$ cat config.mk
export PLATFORM = sky130hd
export DESIGN_NAME = sasc_way_match
export DESIGN_NICKNAME = d
export VERILOG_FILES = /design/src/hdl/assert_macros.svh /design/src/hdl/sasc_pkg.sv /design/src/hdl/sasc_way_match.sv
export SDC_FILE = /design/constraint.sdc
export NUM_CORES = 1
export LEC_CHECK = 0
export BUFFER_PORTS_ARGS = -buffer_cell sky130_fd_sc_hd__buf_2
export CORE_AREA = 2 2 179 181
export DETAILED_ROUTE_END_ITERATION = 12
export DIE_AREA = 0 0 181 183
export PLACE_DENSITY_LB_ADDON = 0.1
export SLEW_MARGIN = 20
export SYNTH_ARGS = -nofsm -noshare
export SYNTH_HDL_FRONTEND = slang
export SYNTH_SLANG_ARGS = --single-unit
$ cat constraint.sdc
create_clock -name vclk -period 3.69
set_clock_uncertainty 0.15 [all_clocks]
set_input_delay 0.369 -clock vclk [all_inputs]
set_output_delay 0.369 -clock vclk [all_outputs]
set_load 0.02 [all_outputs]
$ cat src/hdl/assert_macros.svh
// ----------------------------------------------------------------------------
// Assertion macros shared by the RTL
// ----------------------------------------------------------------------------
`ifndef ASSERT_MACROS_SVH
`define ASSERT_MACROS_SVH

// assertion on an explicit clock and reset
`define ASSERT_AT(lbl, clk, rst, prop, msg) \
   lbl: assert property (@(posedge clk) disable iff (rst) prop) else $error(msg);

// assertion on the block clock and reset
`define ASSERT_STD(lbl, prop, msg) \
   `ASSERT_AT(lbl, clock, reset, prop, msg)

`endif

$ cat src/hdl/sasc_pkg.sv
// ----------------------------------------------------------------------------
// sasc_pkg
// Types and constants of the set-associative score cache.
// ----------------------------------------------------------------------------
`default_nettype none

package sasc_pkg;

   localparam int SETS     = 1024;
   localparam int WAYS     = 4;
   localparam int SET_BITS = (SETS > 1) ? $clog2(SETS) : 1;
   localparam int WAY_BITS = $clog2(WAYS);
   localparam int KEY_W    = 64;
   localparam int SCORE_W  = 32;
   localparam int COUNT_W  = 13;
   localparam int PADDR_W  = 3;
   localparam int PDATA_W  = 32;

   localparam logic [COUNT_W-1:0] COUNT_MAX  = {COUNT_W{1'b1}};
   localparam logic               REG_ENABLE = 1'b0;

   typedef enum logic [1:0] {
      MODE_PROBE = 2'd0,
      MODE_STORE = 2'd1,
      MODE_CLEAR = 2'd2,
      MODE_NOP   = 2'd3
   } mode_type;

   typedef enum logic [1:0] {
      ST_IDLE,
      ST_LOOKUP,
      ST_SWEEP
   } state_type;

   typedef struct packed {
      mode_type                  mode;
      logic [KEY_W-1:0]          key;
      logic signed [SCORE_W-1:0] score_in;
   } req_type;

   typedef struct packed {
      logic                      hit;
      logic signed [SCORE_W-1:0] score_out;
      logic [COUNT_W-1:0]        occupied_count;
   } rsp_type;

   typedef struct packed {
      logic [WAYS-1:0]                 valid;
      logic [WAYS-1:0][KEY_W-1:0]      key;
      logic [WAYS-1:0][SCORE_W-1:0]    score;
   } row_type;

   typedef struct packed {
      logic                we;
      logic [SET_BITS-1:0] addr;
      row_type             data;
   } ram_wr_type;

   typedef struct packed {
      logic                hit;
      logic [WAY_BITS-1:0] hit_way;
      logic                empty;
      logic [WAY_BITS-1:0] empty_way;
   } lookup_type;

endpackage

`default_nettype wire

$ cat src/hdl/sasc_way_match.sv
// ----------------------------------------------------------------------------
// sasc_way_match
// Tag compare over the ways of one set; finds the matching and first empty way.
// ----------------------------------------------------------------------------
`default_nettype none

module sasc_way_match
   import sasc_pkg::*;
(
   input  wire row_type          row,
   input  wire logic [KEY_W-1:0] key,
   output      lookup_type       result
);

   always_comb begin
      result = '0;
      for (int w = WAYS - 1; w >= 0; w--) begin
         if (row.valid[w] && (row.key[w] == key)) begin
            result.hit     = 1'b1;
            result.hit_way = WAY_BITS'(w);
         end
         if (!row.valid[w]) begin
            result.empty     = 1'b1;
            result.empty_way = WAY_BITS'(w);
         end
      end
   end

endmodule

`default_nettype wire
==> impl_metrics.env, run 1 <==
export IMPL_wire_per_inst_um=23.00
export IMPL_final_layout_size_suffix_gt1_frac=0.4708
export IMPL_wl_mm=26.66
export IMPL_rsz0062_at_grt="no"
export IMPL_fin_nets=1208
export IMPL_worstSetupStartpointType="input port"
export IMPL_crit_chain="buf_2, xnor2_1, nand4_1, nor4_1, buf_4, nand4_2, or2_2, a211oi_1, buf_2"
export IMPL_layout_area_seq_sq_um=0
export IMPL_fillers=3771
export IMPL_grt_usage=0.1550
export IMPL_synth_area_top_cells="xnor2_1 (27%), xor2_1 (27%), nor4_1 (6.3%)"
export IMPL_initial_core_util=0.1022
export IMPL_yosysTopAreaCell="xnor2_1"
export IMPL_netlist_area_sq_um=3193
export IMPL_synth_compound_area_share=0.1317
export IMPL_path_buf_inv=3
export IMPL_placedCellCount=1156
export IMPL_antenna_found_initial=4
export IMPL_arrival_ns=2.58
export IMPL_synthAdderAreaFrac=0
export IMPL_crit_family="simple AND/OR/NAND/NOR gates"
export IMPL_yosysSeqAreaShare=0
export IMPL_crit_type="in2out"
export IMPL_hold_viol=0
export IMPL_area_growth_pct=68.89
export IMPL_critPathSlowestCell="or2_2"
export IMPL_synth_xor_area_share=0.5349
export IMPL_grt_max_degree=8
export IMPL_finalSetupTns_ns=0
export IMPL_flops_and_latches=0
export IMPL_fin_crit_ns=3.103
export IMPL_num_rows=65
export IMPL_post_route_period_util=0.8410
export IMPL_port_buffers=330
export IMPL_ioPinCount=458
export IMPL_end_kind="output pin"
export IMPL_via_count=4337
export IMPL_relSlewSlack=0.5422
export IMPL_drv_cap=0
export IMPL_tightest_slew_ns=0.6806
export IMPL_holdBufCountCts=0
export IMPL_overflow=0
export IMPL_synth_fp_nets=872
export IMPL_drc=0
export IMPL_gp_congestion=0.7635
export IMPL_hpwl_mm=24.82
export IMPL_dieArea_sq_um=33120
export IMPL_synth_top_family_by_area="XOR/XNOR gates"
export IMPL_final_setup_viol_count=0
export IMPL_die_w_um=181
export IMPL_postSynthAreaPerCell_sq_um=7.603
export IMPL_grt_pass1_wl_mm=35.78
export IMPL_worstPathMaxFanout=6
export IMPL_yosys_top_cells_count="xnor2_1 (98), xor2_1 (97), inv_1 (32), nor4_1 (32), nand2b_1 (29)"
export IMPL_cellPowerDensity_nw_per_um2=113.9
export IMPL_leakagePower_uw=0.002480
export IMPL_post_layout_nonfiller_instances=1159
export IMPL_fmax_ghz=0.3222
export IMPL_min_path_type="in2out"
export IMPL_synth_simple_area_share=0.2876
export IMPL_postRouteAntennaNets=0
export IMPL_crit_required_ns=3.17
export IMPL_synth_mux_area_frac=0
export IMPL_whs_ns=0.9211
export IMPL_ctsResizeCount=0
export IMPL_synth_most_common_cell="xnor2_1"
export IMPL_run_status="finished, final reports clean"
export IMPL_yosysWarnings=0
export IMPL_core_region_area_sq_um=31230
export IMPL_grt_pass1_vias=4746
export IMPL_max_vdd_ir_drop_uv=38.50
export IMPL_slew_viol_final=0
export IMPL_post_cts_setup_buffers=0
export IMPL_drtPass1Iterations=4
export IMPL_synthCells=420
export IMPL_die_h_um=183
export IMPL_viasPerCell=3.742
export IMPL_synth_top_area_frac=0.2688
export IMPL_slowest_delay_ns=0.38
export IMPL_crit_top_cell="buf_2"
export IMPL_n_clock_buffer=0
export IMPL_drt_initial_drc_count=131
export IMPL_synth_cell_types=43
worst paths after layout:
check,from,cells past startpoint,endpoint
worst min-delay path,row[387],3,result[1]
worst max-delay path,key[15],9,result[4]
layer usage:
metal  vias up  wire [um]  GRT usage
li1       2184          -          -
met1      1949      11700     0.1981
met2       188      13020     0.2789
met3        14       1588    0.02959
met4         2        339    0.01593
met5         -         16          0
area by class of cell:
type               instances  area (sq um)  share of cell area
inverters                 37         138.9             0.02575
repair buffers           336          1697              0.3146
well taps                402         503.0             0.09327
diodes                     3         7.507            0.001392
multi-input cells        381          3047              0.5650
kinds of logic (layout without fill, tap and decap cells):
group / Yosys count / after routing
compound gates: 52 / 52
simple gates: 134 / 134
buf+inv: 39 / 373
other cells: 0 / 3
xor+xnor: 195 / 195
power by group:
group	internal, uW	leakage [uW]	switching (uW)
registers	0	0	0
clock network	0.000109	0.0000000190	0
logic	290	0.00248	324
through the flow:
stage	util	power [uW]	instance area (sq um)	worst slack, ns
after floorplan	-	250.3	3193	0.8747
after global placement	0.1724	634.0	5385	0.5106
after detailed placement	0.1724	634.6	5385	0.5297
after CTS	0.1724	637.5	5385	0.5174
after global routing	0.1726	681.8	5390	0.4079
final	0.1727	614.2	5393	0.5866
layout by cell type (no fill, tap or decap), types with 3 or more instances in the layout:
master	instances
diode_2	3
nand3_1	5
xor2_1	97
inv_1	32
nor4_1	32
nand2_1	3
nor2b_1	12
nand4_2	4
nor4_2	3
nand2b_1	29
buf_2	330
o22ai_1	10
a22oi_1	3
inv_2	4
o2111ai_1	12
o221ai_1	4
a22o_1	5
a2111oi_0	4
or2b_1	3
buf_4	6
nand4_1	28
xnor2_1	98
Note: power is estimated with default switching activity, not from simulation.
==> run 2, diff against run 1 <==
- clock period: 3.69 -> 2.9 ns (I/O delays scaled with it)
==> run 2 against run 1 <==
Cell area rose by 7.2%. First-iteration DRC count fell by 8.4%. Sequential cell count did not move. Global-route usage rose by 0.32 points. Critical path type unchanged. Setup slack got worse by 0.52 ns. Routed wire length rose by 2.2%. Non-clock buffer count rose by 38. Hold slack got worse by 0.16 ns. Core utilization rose by 1.2 points. Critical path depth did not move.
==> impl_metrics.env, run 2 (same netlist as run 1, synthesis figures left out) <==
export IMPL_final_common_cell="buf_2"
export IMPL_fillers=3722
export IMPL_drv_cap=0
export IMPL_cellPowerDensity_nw_per_um2=145.3
export IMPL_layout_area_seq_sq_um=0
export IMPL_layout_common_cells="buf_2 (324), xor2_1 (97), xnor2_1 (95), buf_4 (45), inv_1 (32)"
export IMPL_p_switching_uw=429.6
export IMPL_hpwl_mm=25.59
export IMPL_fmax_ghz=0.3525
export IMPL_post_route_period_util=0.9781
export IMPL_run_status="finished, final reports clean"
export IMPL_drtPass1Iterations=5
export IMPL_fin_nets=1246
export IMPL_grt_pass1_wl_mm=36.49
export IMPL_slew_viol_final=0
export IMPL_max_vdd_ir_drop_uv=48.50
export IMPL_gp_congestion=0.8045
export IMPL_tightest_slew_ns=0.5192
export IMPL_total_power_uw=840.1
export IMPL_grt_usage=0.1582
export IMPL_min_path_type="in2out"
export IMPL_swShare=0.5114
export IMPL_grt_max_degree=8
export IMPL_via_count=4500
export IMPL_worstPathMaxFanout=4
export IMPL_n_clock_buffer=0
export IMPL_p_int_uw=410.5
export IMPL_crit_required_ns=2.46
export IMPL_die_w_um=181
export IMPL_drc=0
export IMPL_flops_and_latches=0
export IMPL_leakagePower_uw=0.002693
export IMPL_area_growth_pct=81.03
export IMPL_core_region_area_sq_um=31230
export IMPL_dieArea_sq_um=33120
export IMPL_whs_endpoint="result[1]"
export IMPL_postRouteAntennaNets=0
export IMPL_drt_initial_drc_count=120
export IMPL_p_comb_frac=1.000
export IMPL_hold_viol=0
export IMPL_wire_per_inst_um=22.74
export IMPL_arrival_ns=2.40
export IMPL_holdBufCountCts=0
export IMPL_rsz0062_at_grt="no"
export IMPL_fin_ws_ns=0.06349
export IMPL_fin_crit_ns=2.837
export IMPL_hold_path_startpoint="row[387]"
export IMPL_port_buffers=330
export IMPL_worstSetupStartpoint="key[29]"
export IMPL_end_kind="output pin"
export IMPL_place_ws_ns=-0.05751
export IMPL_worstSetupStartpointType="input port"
export IMPL_antenna_found_initial=8
export IMPL_num_rows=65
export IMPL_relSlewSlack=0.6507
export IMPL_hold_path_depth=3
export IMPL_crit_type="in2out"
export IMPL_final_layout_size_suffix_gt1_frac=0.5101
export IMPL_overflow=0
export IMPL_clockPowerShare=0
export IMPL_final_setup_viol_count=0
export IMPL_ioPinCount=458
export IMPL_initial_core_util=0.1022
export IMPL_pwr_share_seq=0
export IMPL_die_h_um=183
export IMPL_grt_pass1_vias=5047
export IMPL_viasPerCell=3.753
export IMPL_wl_mm=27.26
## run 2: changes by cell type in the layout (fill, tap and decap cells not counted), sizes merged
cell	change
buf	+34
clkbuf	+4
diode	+2
## run 2: what timing repair did
item                                    CTS  global route
pin swaps                                 1             5
endpoints found under the setup margin    2             3
gates resized for setup                   2            18
buffers inserted                          1             0
## run 2: how the worst max path moves through the flow
stage                      to  slack, ns
finish              result[4]       0.06
global route        result[5]     0.0002
CTS                 result[3]       0.02
detailed placement  result[4]      -0.06
global placement    result[4]      0.004
floorplan           result[4]       0.24
## run 2: worst max-delay path, stage by stage
cell and delay (ns):
buf_2 0.22, xnor2_1 0.15, nand4_1 0.19, nor4_2 0.36
buf_4 0.18, nand4_2 0.18, or2_2 0.37, a211oi_1 0.26
buf_4 0.20
## run 2: cell type report
cell class | count | area (sq um) | share of cell area
Multi-Input combinational cell | 381 | 3117 | 0.5392
Timing Repair Buffer | 374 | 2009 | 0.3476
Tap cell | 402 | 503.0 | 0.08701
Inverter | 37 | 138.9 | 0.02403
Antenna cell | 5 | 12.51 | 0.002165
## run 2: power groups by stage
stage	clock, uW	combinational (uW)	sequential, uW
3_3_place_gp	0	854	0
4_1_cts	0	859	0
5_1_grt	0.0000924	928	0
3_5_place_dp	0	854	0
6_report	0.000231	840	0
2_1_floorplan	0	318	0
## run 2: layer usage
metal | global-route usage | up-vias | part of all wire
met2 | 0.2902 | 205 | 0.49
met3 | 0.03157 | 12 | 0.062
met4 | 0.01236 | 6 | 0.0085
met5 | 0 | - | 0.0016
li1 | - | 2258 | -
met1 | 0.1986 | 2019 | 0.43
## run 2: metrics by stage
stage	cell area, sq um	TNS, ns	cells	hold WS, ns	utilization
floorplan	3193	0	420	0.5537	-
global placement	5675	0	1193	0.7634	0.1817
detailed placement	5675	-0.06040	1193	0.7642	0.1817
CTS	5690	0	1194	0.7647	0.1822
global route	5773	0	1196	0.7907	0.1849
finish	5781	0	1199	0.7618	0.1851
==> run 3, diff against run 2 <==
- ABC_AREA: unset -> 1
- CAP_MARGIN: unset -> 15
==> run 3 against run 2 <==
Clock-buffer cell count stayed put. Critical path depth is 4 higher. First-iteration DRC count is 98% higher. Non-clock buffer count is 40 lower. Via count is 34% higher. Sequential cell count stayed put. Area after synthesis is 17% higher. Combinational power is 1% higher. Maximum frequency is 13% higher. Die area stayed put.
==> impl_metrics.env, run 3 <==
export IMPL_n_clock_buffer=0
export IMPL_fmax_ghz=0.3996
export IMPL_yosys_top_cells_count="nand2_1 (324), nor2_1 (134), inv_1 (120)"
export IMPL_layout_common_cells="buf_2 (330), nand2_1 (324), nor2_1 (134), inv_1 (120), o21ai_0 (85)"
export IMPL_final_setup_viol_count=0
export IMPL_drt_initial_drc_count=238
export IMPL_overflow=0
export IMPL_area_growth_pct=58.41
export IMPL_gp_congestion=0.8185
export IMPL_post_cts_setup_buffers=0
export IMPL_die_w_um=181
export IMPL_rsz0062_at_grt="no"
export IMPL_fillers=3895
export IMPL_fin_area_sq_um=5924
export IMPL_dieArea_sq_um=33120
export IMPL_grt_pass1_vias=6208
export IMPL_yosysSeqAreaShare=0
export IMPL_crit_chain="buf_2, inv_1, o21ai_0, nor2_1, nand2_1, nor2_1, nand2_1, nor2_1, nand2_1, nor2_1, nand2_1, a21oi_1, buf_2"
export IMPL_drc=0
export IMPL_whs_ns=0.7508
export IMPL_layout_area_seq_sq_um=0
export IMPL_initial_core_util=0.1198
export IMPL_arrival_ns=2.06
export IMPL_port_buffers=330
export IMPL_ctsResizeCount=0
export IMPL_end_kind="output pin"
export IMPL_synth_fp_nets=1275
export IMPL_postRouteAntennaNets=0
export IMPL_drtPass1Iterations=5
export IMPL_fin_nets=1609
export IMPL_via_count=6046
export IMPL_total_power_uw=849.8
export IMPL_worstSetupStartpointType="input port"
export IMPL_tightest_slew_ns=0.4946
export IMPL_antenna_found_initial=11
export IMPL_slowest_delay_ns=0.29
export IMPL_die_h_um=183
export IMPL_synth_most_common_cell="nand2_1"
export IMPL_synth_cell_types=18
export IMPL_grt_max_degree=9
export IMPL_holdBufCountCts=0
export IMPL_yosysTopAreaCell="nand2_1"
export IMPL_viasPerCell=3.868
export IMPL_worstPathMaxFanout=8
export IMPL_place_area_sq_um=5909
export IMPL_cellPowerDensity_nw_per_um2=143.4
export IMPL_grt_pass1_wl_mm=42.61
export IMPL_slew_viol_final=0
export IMPL_wl_mm=31.51
export IMPL_leakagePower_uw=0.003386
export IMPL_run_status="finished, final reports clean"
export IMPL_fin_crit_ns=2.503
export IMPL_finalSetupTns_ns=0
export IMPL_critPathSlowestCell="inv_1"
export IMPL_yosysWarnings=0
export IMPL_drv_cap=0
export IMPL_hold_viol=0
export IMPL_synth_top_area_frac=0.3252
export IMPL_crit_required_ns=2.46
export IMPL_relSlewSlack=0.6699
export IMPL_hpwl_mm=29.22
export IMPL_min_path_type="in2out"
export IMPL_num_rows=65
export IMPL_max_vdd_ir_drop_uv=49.58
export IMPL_core_region_area_sq_um=31230
export IMPL_crit_type="in2out"
export IMPL_flops_and_latches=0
export IMPL_final_layout_size_suffix_gt1_frac=0.2987
export IMPL_grt_usage=0.1828
export IMPL_synthCells=823
export IMPL_post_route_period_util=0.8630
export IMPL_ioPinCount=458
export IMPL_wire_per_inst_um=20.16
export IMPL_synth_area_top_cells="nand2_1 (33%), nor2_1 (13%), xnor2_1 (12%)"
export IMPL_final_common_cell="buf_2"
export IMPL_netlist_area_sq_um=3740
export IMPL_postSynthAreaPerCell_sq_um=4.544
## run 3: cell count changes in the layout (fill, tap and decap cells not counted), sizes merged, moves of 19 or more
| cell | before | now |
|---|---|---|
| nor4 | 36 | 0 |
| inv | 36 | 130 |
| o22ai | 10 | 29 |
| o21ai | 0 | 90 |
| xor2 | 97 | 26 |
| nand2b | 29 | 0 |
| buf | 370 | 334 |
| nand2 | 4 | 324 |
| xnor2 | 98 | 53 |
| nand4 | 32 | 9 |
| nor2 | 1 | 135 |
## run 3: through the flow
stage / utilization / cells / worst slack, ns
3_3_place_gp: 0.1892 / 1557 / 0.3509
5_1_grt: 0.1896 / 1562 / 0.1181
6_report: 0.1897 / 1563 / 0.3973
2_1_floorplan: - / 823 / 1.043
4_1_cts: 0.1892 / 1557 / 0.3392
3_5_place_dp: 0.1892 / 1557 / 0.3454
## run 3: metal layers
metal / track usage / vias up / share of wire
met4: 0.01756 / 10 / 0.010
met1: 0.2312 / 2573 / 0.44
li1: - / 3208 / -
met5: 0 / - / 0.0023
met2: 0.3305 / 230 / 0.48
met3: 0.03733 / 25 / 0.067
## run 3: cell families after synthesis
logic type | share of synthesized area
AOI/OAI and AO/OA | 0.1776
buffers and inverters | 0.1345
and+or+nand+nor | 0.5028
xor gates and xnor gates | 0.1850
## run 3: report_power, final
part           switching [uW]  internal, uW
combinational             499           351
sequential                  0             0
clock                       0      0.000277
## run 3: final timing paths
check / from / end / slack, ns / cells after the start
max: key[47] / result[3] / 0.40 / 13
min: row[384] / result[2] / 0.75 / 3
## run 3: area by class of cell
class / instances / area, sq um / area share
antenna: 6 / 15.01 / 0.002534
inverter: 130 / 488.0 / 0.08237
multi-input combinational: 691 / 3237 / 0.5464
tap: 402 / 503.0 / 0.08490
timing repair buffer: 334 / 1682 / 0.2838
## run 3: critical path: cells and delay by family
kind                   cells  cell delay [ns]
AOI/OAI and AO/OA          2             0.24
buffers and inverters      3             0.58
and+or+nand+nor            8             0.94
